### src/design/bscp_pkg.sv
// Package of the B-spline curve point block: fixed-point widths, codes,
// controller states, datapath commands and status. Depends on nothing.
package bscp_pkg;

    // Parameter t keeps 16 fraction bits, basis values keep 28.
    localparam int FRAC_T = 16;
    localparam int BFRAC  = 28;
    localparam int NBW    = BFRAC + 1;          // basis value, up to 1.0
    localparam int XW     = FRAC_T + 2;         // knot distance, below 4.0
    localparam int PW     = XW + NBW;           // distance times basis
    localparam int QW     = PW - FRAC_T - 1;    // product over 2^16, below 3*2^28
    localparam int RW     = 31;                 // reciprocal of three
    localparam int MW     = QW + RW;            // quotient estimate product
    localparam int ACCW   = 64;                 // weighted sum accumulator
    localparam int SPW    = 32 + NBW + 1;       // point times basis
    localparam int RNDW   = ACCW - BFRAC;       // sum after the rounding shift

    localparam logic [NBW-1:0] NB_ONE  = NBW'(1) << BFRAC;
    localparam logic [RW-1:0]  RECIP3  = 31'd1431655765;  // floor(2^32 / 3)
    localparam logic [ACCW-1:0] RND_HALF = ACCW'(1) << (BFRAC - 1);

    // Configuration port.
    localparam int CFG_IW = 4;
    localparam int CFG_DW = 8;
    localparam logic [CFG_IW-1:0] CFG_POINT_COUNT   = 4'd0;
    localparam logic [CFG_IW-1:0] CFG_SPLINE_DEGREE = 4'd1;

    // Item kinds.
    localparam logic OPC_WRITE = 1'b0;
    localparam logic OPC_EVAL  = 1'b1;

    typedef enum logic [3:0] {
        ST_IDLE, ST_PREP, ST_EP_RD, ST_INIT, ST_LVL_RD, ST_LVL_LD,
        ST_MUL, ST_DIV, ST_FIX, ST_SUM_CLR, ST_SUM_RD, ST_SUM_MUL,
        ST_SUM_ACC, ST_OUT_BAD, ST_OUT_EP, ST_OUT_SUM
    } t_state;

    typedef enum logic [4:0] {
        OP_NONE, OP_WRITE, OP_CAPTURE, OP_PREP, OP_EP_READ, OP_INIT,
        OP_LVL_READ, OP_LVL_LOAD, OP_MUL, OP_DIV, OP_FIX, OP_SUM_CLR,
        OP_SUM_READ, OP_SUM_MUL, OP_SUM_ACC, OP_LOAD_BAD, OP_LOAD_EP,
        OP_LOAD_SUM
    } t_op;

    typedef struct packed {
        logic bad;          // count does not exceed degree
        logic t_edge;       // t at or beyond an end of the curve
        logic deg_zero;     // degree zero, no recursion
        logic last_init;    // last degree-zero basis entry
        logic last_step;    // last term of the current recursion level
        logic last_level;   // current level is the degree
        logic last_sum;     // last control point of the weighted sum
        logic out_free;     // result register can take a new beat
    } t_status;

endpackage

### src/design/bscp_ctrl.sv
// Sequencer of the B-spline curve point block: accepts items and steps the
// datapath through setup, basis recursion, weighted sum and result. Uses bscp_pkg.
module bscp_ctrl import bscp_pkg::*; (
    input  logic    i_clk,
    input  logic    i_rst_n,
    input  logic    i_in_valid,
    input  logic    i_opcode,
    output logic    o_in_ready,
    input  t_status i_status,
    output t_op     o_op
);

    t_state r_state, n_state;

    // State register.
    always_ff @(posedge i_clk) begin
        if (!i_rst_n) begin
            r_state <= ST_IDLE;
        end else begin
            r_state <= n_state;
        end
    end

    // Next state and datapath command.
    always_comb begin
        n_state    = r_state;
        o_op       = OP_NONE;
        o_in_ready = 1'b0;
        case (r_state)
            ST_IDLE: begin
                o_in_ready = 1'b1;
                if (i_in_valid) begin
                    if (i_opcode == OPC_EVAL) begin
                        o_op    = OP_CAPTURE;
                        n_state = ST_PREP;
                    end else begin
                        o_op = OP_WRITE;
                    end
                end
            end
            ST_PREP: begin
                o_op = OP_PREP;
                if (i_status.bad) begin
                    n_state = ST_OUT_BAD;
                end else if (i_status.t_edge) begin
                    n_state = ST_EP_RD;
                end else begin
                    n_state = ST_INIT;
                end
            end
            ST_EP_RD: begin
                o_op    = OP_EP_READ;
                n_state = ST_OUT_EP;
            end
            ST_INIT: begin
                o_op = OP_INIT;
                if (i_status.last_init) begin
                    n_state = i_status.deg_zero ? ST_SUM_CLR : ST_LVL_RD;
                end
            end
            ST_LVL_RD: begin
                o_op    = OP_LVL_READ;
                n_state = ST_LVL_LD;
            end
            ST_LVL_LD: begin
                o_op    = OP_LVL_LOAD;
                n_state = ST_MUL;
            end
            ST_MUL: begin
                o_op    = OP_MUL;
                n_state = ST_DIV;
            end
            ST_DIV: begin
                o_op    = OP_DIV;
                n_state = ST_FIX;
            end
            ST_FIX: begin
                o_op = OP_FIX;
                if (!i_status.last_step) begin
                    n_state = ST_MUL;
                end else if (i_status.last_level) begin
                    n_state = ST_SUM_CLR;
                end else begin
                    n_state = ST_LVL_RD;
                end
            end
            ST_SUM_CLR: begin
                o_op    = OP_SUM_CLR;
                n_state = ST_SUM_RD;
            end
            ST_SUM_RD: begin
                o_op    = OP_SUM_READ;
                n_state = ST_SUM_MUL;
            end
            ST_SUM_MUL: begin
                o_op    = OP_SUM_MUL;
                n_state = ST_SUM_ACC;
            end
            ST_SUM_ACC: begin
                o_op    = OP_SUM_ACC;
                n_state = i_status.last_sum ? ST_OUT_SUM : ST_SUM_RD;
            end
            ST_OUT_BAD: begin
                if (i_status.out_free) begin
                    o_op    = OP_LOAD_BAD;
                    n_state = ST_IDLE;
                end
            end
            ST_OUT_EP: begin
                if (i_status.out_free) begin
                    o_op    = OP_LOAD_EP;
                    n_state = ST_IDLE;
                end
            end
            ST_OUT_SUM: begin
                if (i_status.out_free) begin
                    o_op    = OP_LOAD_SUM;
                    n_state = ST_IDLE;
                end
            end
            default: begin
                n_state = ST_IDLE;
            end
        endcase
    end

endmodule

### config.mk
export PLATFORM = sky130hd
export DESIGN_NAME = bscp_ctrl
export DESIGN_NICKNAME = d
export VERILOG_FILES = /design/src/design/bscp_pkg.sv /design/src/design/bscp_ctrl.sv
export SDC_FILE = /design/constraint.sdc
export NUM_CORES = 1
export LEC_CHECK = 0
export ABC_AREA = 1
export BUFFER_PORTS_ARGS = -buffer_cell sky130_fd_sc_hd__clkbuf_2
export CORE_AREA = 5 5 42 44
export CTS_CLUSTER_DIAMETER = 100
export DETAILED_ROUTE_END_ITERATION = 16
export DIE_AREA = 0 0 47 49
export PLACE_DENSITY = 0.6
export SETUP_SLACK_MARGIN = 0.4
export SLEW_MARGIN = 10
export SYNTH_ARGS = -nofsm -noshare
export SYNTH_HDL_FRONTEND = slang
export SYNTH_SLANG_ARGS = --single-unit
### constraint.sdc
create_clock -name i_clk -period 1.5 [get_ports i_clk]
set_clock_uncertainty 0.1 [all_clocks]
set_input_delay 0.3 -clock i_clk [delete_from_list [all_inputs] [get_ports i_clk]]
set_output_delay 0.3 -clock i_clk [all_outputs]
set_load 0.05 [all_outputs]
==> flow_metrics.py, run 1 <==
metrics = {
    "die": {
        "die_h_um": 49,
        "die_area_mm2": 0.00230,
        "rows": 14,
        "core_area_mm2": 0.00140,
        "fp.dieW_um": 47,
        "start_util_pct": 34.9,
        "io_pins": 18,
    },
    "yosys": {
        "synth_warnings": 0,
        "synth_most_common_cell": "nand2_1",
        "synth_xor_area_share_pct": 0,
        "syn_area_um2": 489,
        "synth_compound_gate_area_share_pct": 16.4,
        "synth-adder-area-share_pct": 0,
        "synth_nets": 107,
        "ys_async_sr_fraction_pct": 0,
        "synth_edf_count": 0,
        "ys_seq_elements": 4,
        "synth_top_area_share_pct": 23.8,
        "synth_top_area_cell": "nand2_1",
        "synth_flop_cell": "dfxtp_1",
        "synth_top_family_by_area": "simple AND/OR/NAND/NOR gates",
        "synth-simple-area-share_pct": 55.8,
        "synthCells": 95,
        "netlist_top_cells_count": "nand2_1, nor2_1, inv_1, nand3_1, inv_2",
        "postSynthAreaPerCell_um2": 5.15,
        "ys_seq_area_share_pct": 16.4,
        "synthTopCellsByArea": "nand2_1, dfxtp_1, nand3_1, nor2_1, inv_1",
        "synthMuxAreaShare_pct": 0,
        "synth_cell_types": 16,
    },
    "worst_setup_path": {
        "start_kind": "register",
        "crit_type": "register to primary output",
        "r2r_slack_ps": 90,
        "cpMostUsedCell": "o211ai_1",
        "r2r-start": "r_state[1]",
        "reg2regPathDepth": 7,
        "r2r-end": "r_state[0]",
        "crit_chain": "inv_2 > o211ai_1 > o211ai_1 > clkbuf_8",
        "path_max_fanout": 4,
        "crit_path_max_incr_delay_ps": 350,
        "required_ps": 1100,
        "cpMaxStageDelayCell": "dfxtp_4",
        "arrival_ps": 1320,
        "endpoint_kind": "primary output",
    },
    "detailed_routing": {
        "viasPerCell": 4.94,
        "finalWirelength_um": 1740,
        "drt_pass1_iterations": 4,
        "routedWlPerCell_um": 11.5,
        "drt_iter0_drc": 3,
        "vias": 746,
        "drc": 0,
        "ant_nets": 0,
    },
    "clocking": {
        "htreeDepth": 1,
        "insertion_delay_ps": 230,
        "cts_tree": "built",
        "cts_made_buffers": 3,
        "cts_buffer_depth": 2,
        "clkTransAtPathRegs_ps": 30,
        "cts-root-buf": "clkbuf_4",
        "cts.sinks": 4,
    },
    "placement": {
        "place.gp.congestion": 0.868,
        "dp_hpwl_um": 1350,
        "io_buffers": 17,
    },
    "sta": {
        "clock.fmax_mhz": 582,
        "min_period_ps": 1720,
        "slew_headroom_pct": 75.4,
        "setup_viol": 6,
        "finalHoldViolCount": 0,
        "grt_setup_unrepaired": "yes",
        "tightest_slew_ps": 367,
        "maxSlewViolCount": 0,
        "period_share_pct": 115,
        "timing.final.ws_setup_ps": -218,
    },
    "worst_hold_path": {
        "hp-start": "i_rst_n",
        "hold_path_end": "r_state[0]",
        "hold_class": "primary input to register",
        "holdPathStages": 3,
    },
    "final_layout": {
        "largest_reg_flops": 4,
        "syn2layout_area_growth_pct": 98.7,
        "fill_cells": 115,
        "largest_register": "r_state",
        "diodes": 0,
        "fin_util_pct": 69.4,
        "reg_top3": "r_state x4",
        "fin_nets": 149,
        "drive_gt1_share_pct": 53.3,
    },
    "outcome": {
        "status": "finished, violations left",
        "violations": "setup timing",
    },
    "power_and_ir_drop": {
        "power_density_mw_per_mm2": 2480,
        "finalPower_mw": 2.41,
        "ir_drop_mv": 1.53,
        "p_leak_nw": 0.525,
    },
    "job": {
        "maxCapViolCount": 0,
    },
    "global_routing": {
        "grt_pass1_vias": 679,
        "antenna_found_initial": 0,
        "grt_pass1_wl_um": 2750,
        "grt_max_degree": 8,
        "grt-ovfl-total": 0,
        "grt_usage_pct": 16.0,
    },
}
-- worst max-delay path by stage --
stage,start,to,slack [ps],depth (start not counted)
finish,r_state[0],o_op[2],-220,4
global route,r_state[0],o_op[2],-320,4
CTS,r_state[0],o_op[2],-230,4
detailed placement,r_state[3],o_op[1],-50,5
global placement,r_state[3],o_op[1],-30,5
floorplan,r_state[1],o_op[2],-110,2
-- timing repair --
item / in CTS / in global routing
pin swaps: 3 / 5
hold buffers: 0 / 0
buffers inserted: 0 / 2
endpoints found under the setup margin: 10 / 10
gates cloned: 0 / 0
resized for setup: 22 / 15
-- layout make-up --
class	count	area (um^2)	area share, %
Multi-Input combinational cell	76	472	48.5
Clock buffer	3	22.5	2.32
Timing Repair Buffer	37	302	31.0
Inverter	15	61.3	6.31
Tap cell	16	20.0	2.06
Sequential cell	4	95.1	9.78
-- report_power, final --
part | switching, mW | internal, mW
registers | 0.0935 | 0.177
clock network | 0.0400 | 0.0892
logic | 1.16 | 0.850
-- cells in the final DEF, fill, tap and decap left out, drive strengths merged --
| cell | count |
|---|---|
| clkbuf | 18 |
| a21oi | 4 |
| buf | 22 |
| nand3b | 1 |
| o21ai | 4 |
| nor2 | 15 |
| o211ai | 3 |
| dfxtp | 4 |
| inv | 15 |
| nand2 | 33 |
| o31ai | 1 |
| nand3 | 10 |
| a31oi | 1 |
| nor3 | 4 |
-- metal layers --
layer	vias up	track usage [%]	wire, um
met5	-	0	0
met4	0	6.45	70
met3	11	3.32	107
met2	26	24.9	895
met1	317	20.8	667
li1	392	-	-
-- cells by family (layout without fill, tap and decap cells) --
| group | count (synthesis) | in the layout |
|---|---|---|
| AO/OA/AOI/OAI | 13 | 13 |
| buffers and inverters | 15 | 55 |
| flip-flops | 4 | 4 |
| AND/OR/NAND/NOR | 63 | 63 |
-- through the flow --
stage               area, um^2  std cells  setup slack (ps)  setup TNS [ps]  hold slack, ps
finish                     972        151              -218            -870             217
global route               972        151              -324           -1390             226
CTS                        907        149              -230            -931             211
detailed placement         786        146             -54.6            -136             453
global placement           786        146             -33.0           -62.1             441
floorplan                  546         95              -109            -295             332
-- critical path: cells and delay by family, from the launching register on --
kind                   cells  cell delay (ps)
DFF                        1              350
buffers and inverters      2              250
AOI/OAI and AO/OA          2              490
Power figures use the tool's default switching activity.
==> run 2, diff against run 1 <==
PLACE_DENSITY = 0.63   (was 0.6)
==> run 2 against run 1 <==
The run still ends with setup timing left. Maximum frequency is 1.4% lower. Setup slack got worse by 24 ps. Die area unchanged. Cell count is 0.66% higher. Sequential power about the same. Sequential cell count unchanged. Largest power group unchanged. Highest routed layer unchanged.
==> flow_metrics.py, run 2 (synthesis gave the netlist of run 1 again) <==
metrics = {
    "final_layout": {
        "most-common-layout-cells": "nand2_1, buf_4, clkbuf_2",
        "fill_cells": 130,
        "fin_cells": 152,
        "final_common_cell": "nand2_1",
        "largest_register": "r_state",
        "diodes": 0,
        "largest_reg_flops": 4,
        "fin_nets": 150,
        "syn2layout_area_growth_pct": 95.4,
        "drive_gt1_share_pct": 51.5,
        "reg_top3": "r_state x4",
    },
    "placement": {
        "dp_hpwl_um": 1370,
        "dp_cells": 148,
        "place.gp.congestion": 0.890,
        "io_buffers": 17,
    },
    "die": {
        "start_util_pct": 34.9,
        "fp.dieW_um": 47,
        "die_area_mm2": 0.00230,
        "io_pins": 18,
        "die_h_um": 49,
        "rows": 14,
        "core_area_mm2": 0.00140,
    },
    "clocking": {
        "insertion_delay_ps": 240,
        "htreeDepth": 1,
        "cts.hold.buffers_added": 0,
        "cts_tree": "built",
        "cts_made_buffers": 3,
        "cts-root-buf": "clkbuf_4",
        "clkTransAtPathRegs_ps": 40,
        "cts.sinks": 4,
        "cts_buffer_depth": 2,
    },
    "worst_setup_path": {
        "start_kind": "register",
        "required_ps": 1100,
        "crit_type": "register to primary output",
        "cpMaxStageDelayCell": "dfxtp_4",
        "r2r-start": "r_state[1]",
        "startpoint": "r_state[3]",
        "crit_chain": "nand2_4 > inv_2 > o211ai_1 > a31oi_4 > buf_8",
        "crit_path_max_incr_delay_ps": 400,
        "endpoint_kind": "primary output",
        "arrival_ps": 1340,
        "path_max_fanout": 6,
    },
    "worst_hold_path": {
        "hold_class": "primary input to register",
        "hp-start": "i_rst_n",
    },
    "sta": {
        "tightest_slew_ps": 383,
        "clock.fmax_mhz": 574,
        "finalHoldViolCount": 0,
        "period_share_pct": 116,
        "timing.final.ws_setup_ps": -243,
        "slew_headroom_pct": 74.3,
        "grt_setup_unrepaired": "yes",
        "maxSlewViolCount": 0,
        "holdWs_ps": 202,
        "tns_ps": -961,
        "min_period_ps": 1740,
        "setup_viol": 6,
    },
    "detailed_routing": {
        "drt_iter0_drc": 11,
        "drt_pass1_iterations": 4,
        "routedWlPerCell_um": 11.9,
        "viasPerCell": 4.91,
        "ant_nets": 0,
        "finalWirelength_um": 1810,
        "vias": 747,
        "drc": 0,
    },
    "outcome": {
        "violations": "setup timing",
        "status": "finished, violations left",
    },
    "power_and_ir_drop": {
        "ir_drop_mv": 1.69,
        "finalPower_mw": 2.42,
        "p_leak_nw": 0.525,
        "power_density_mw_per_mm2": 2530,
    },
    "global_routing": {
        "grt_pass1_vias": 744,
        "grt-ovfl-total": 0,
        "antenna_found_initial": 0,
        "grt_max_degree": 7,
        "grt_pass1_wl_um": 3060,
        "grt_usage_pct": 17.8,
    },
    "job": {
        "maxCapViolCount": 0,
    },
}
run 2: where the power goes:
part / internal (mW) / switching [mW]
registers: 0.177 / 0.0939
logic: 0.835 / 1.18
clock network: 0.0894 / 0.0431
total: 1.10 / 1.32
run 2: repair_timing:
item,CTS,global route
gates resized for setup,21,10
endpoints found under the setup margin,10,10
cloned,0,0
setup buffers,0,1
pin swaps,2,3
run 2: area by class of cell:
type	instances	area [um^2]	share of cell area (%)
multi-input cells	76	462	48.3
repair buffers	38	295	30.9
flip-flops and latches	4	95.1	9.95
inverters	15	61.3	6.41
clock buffers	3	22.5	2.36
well taps	16	20.0	2.09
run 2: worst paths after layout:
path,endpoint,slack [ps],cells past startpoint
hold / removal,r_state[0],200,3
setup / recovery,o_op[1],-240,5
setup reg to reg,r_state[0],60,7
hold reg to reg,r_state[1],560,3
run 2: stage by stage:
stage	setup slack [ps]	util, %	cell area [um^2]
floorplan	-109	-	546
global placement	-42.9	57.1	801
detailed placement	-59.1	57.1	801
CTS	-235	65.4	916
global route	-303	68.2	956
finish	-243	68.2	956
run 2: worst max-delay path, delay by kind of cell, from the launching register on:
kind                   cells  cell delay, ps
flip-flops                 1             400
AO/OA/AOI/OAI              2             390
buffers and inverters      2             230
AND/OR/NAND/NOR            1              80
run 2: metal layers:
metal  up-vias  global-route usage [%]  wire [um]
met5         -                       0          0
met2        11                    31.7       1010
met1       344                    20.8        747
met3         2                    1.11         41
met4         0                    6.91         19
li1        390                       -          -
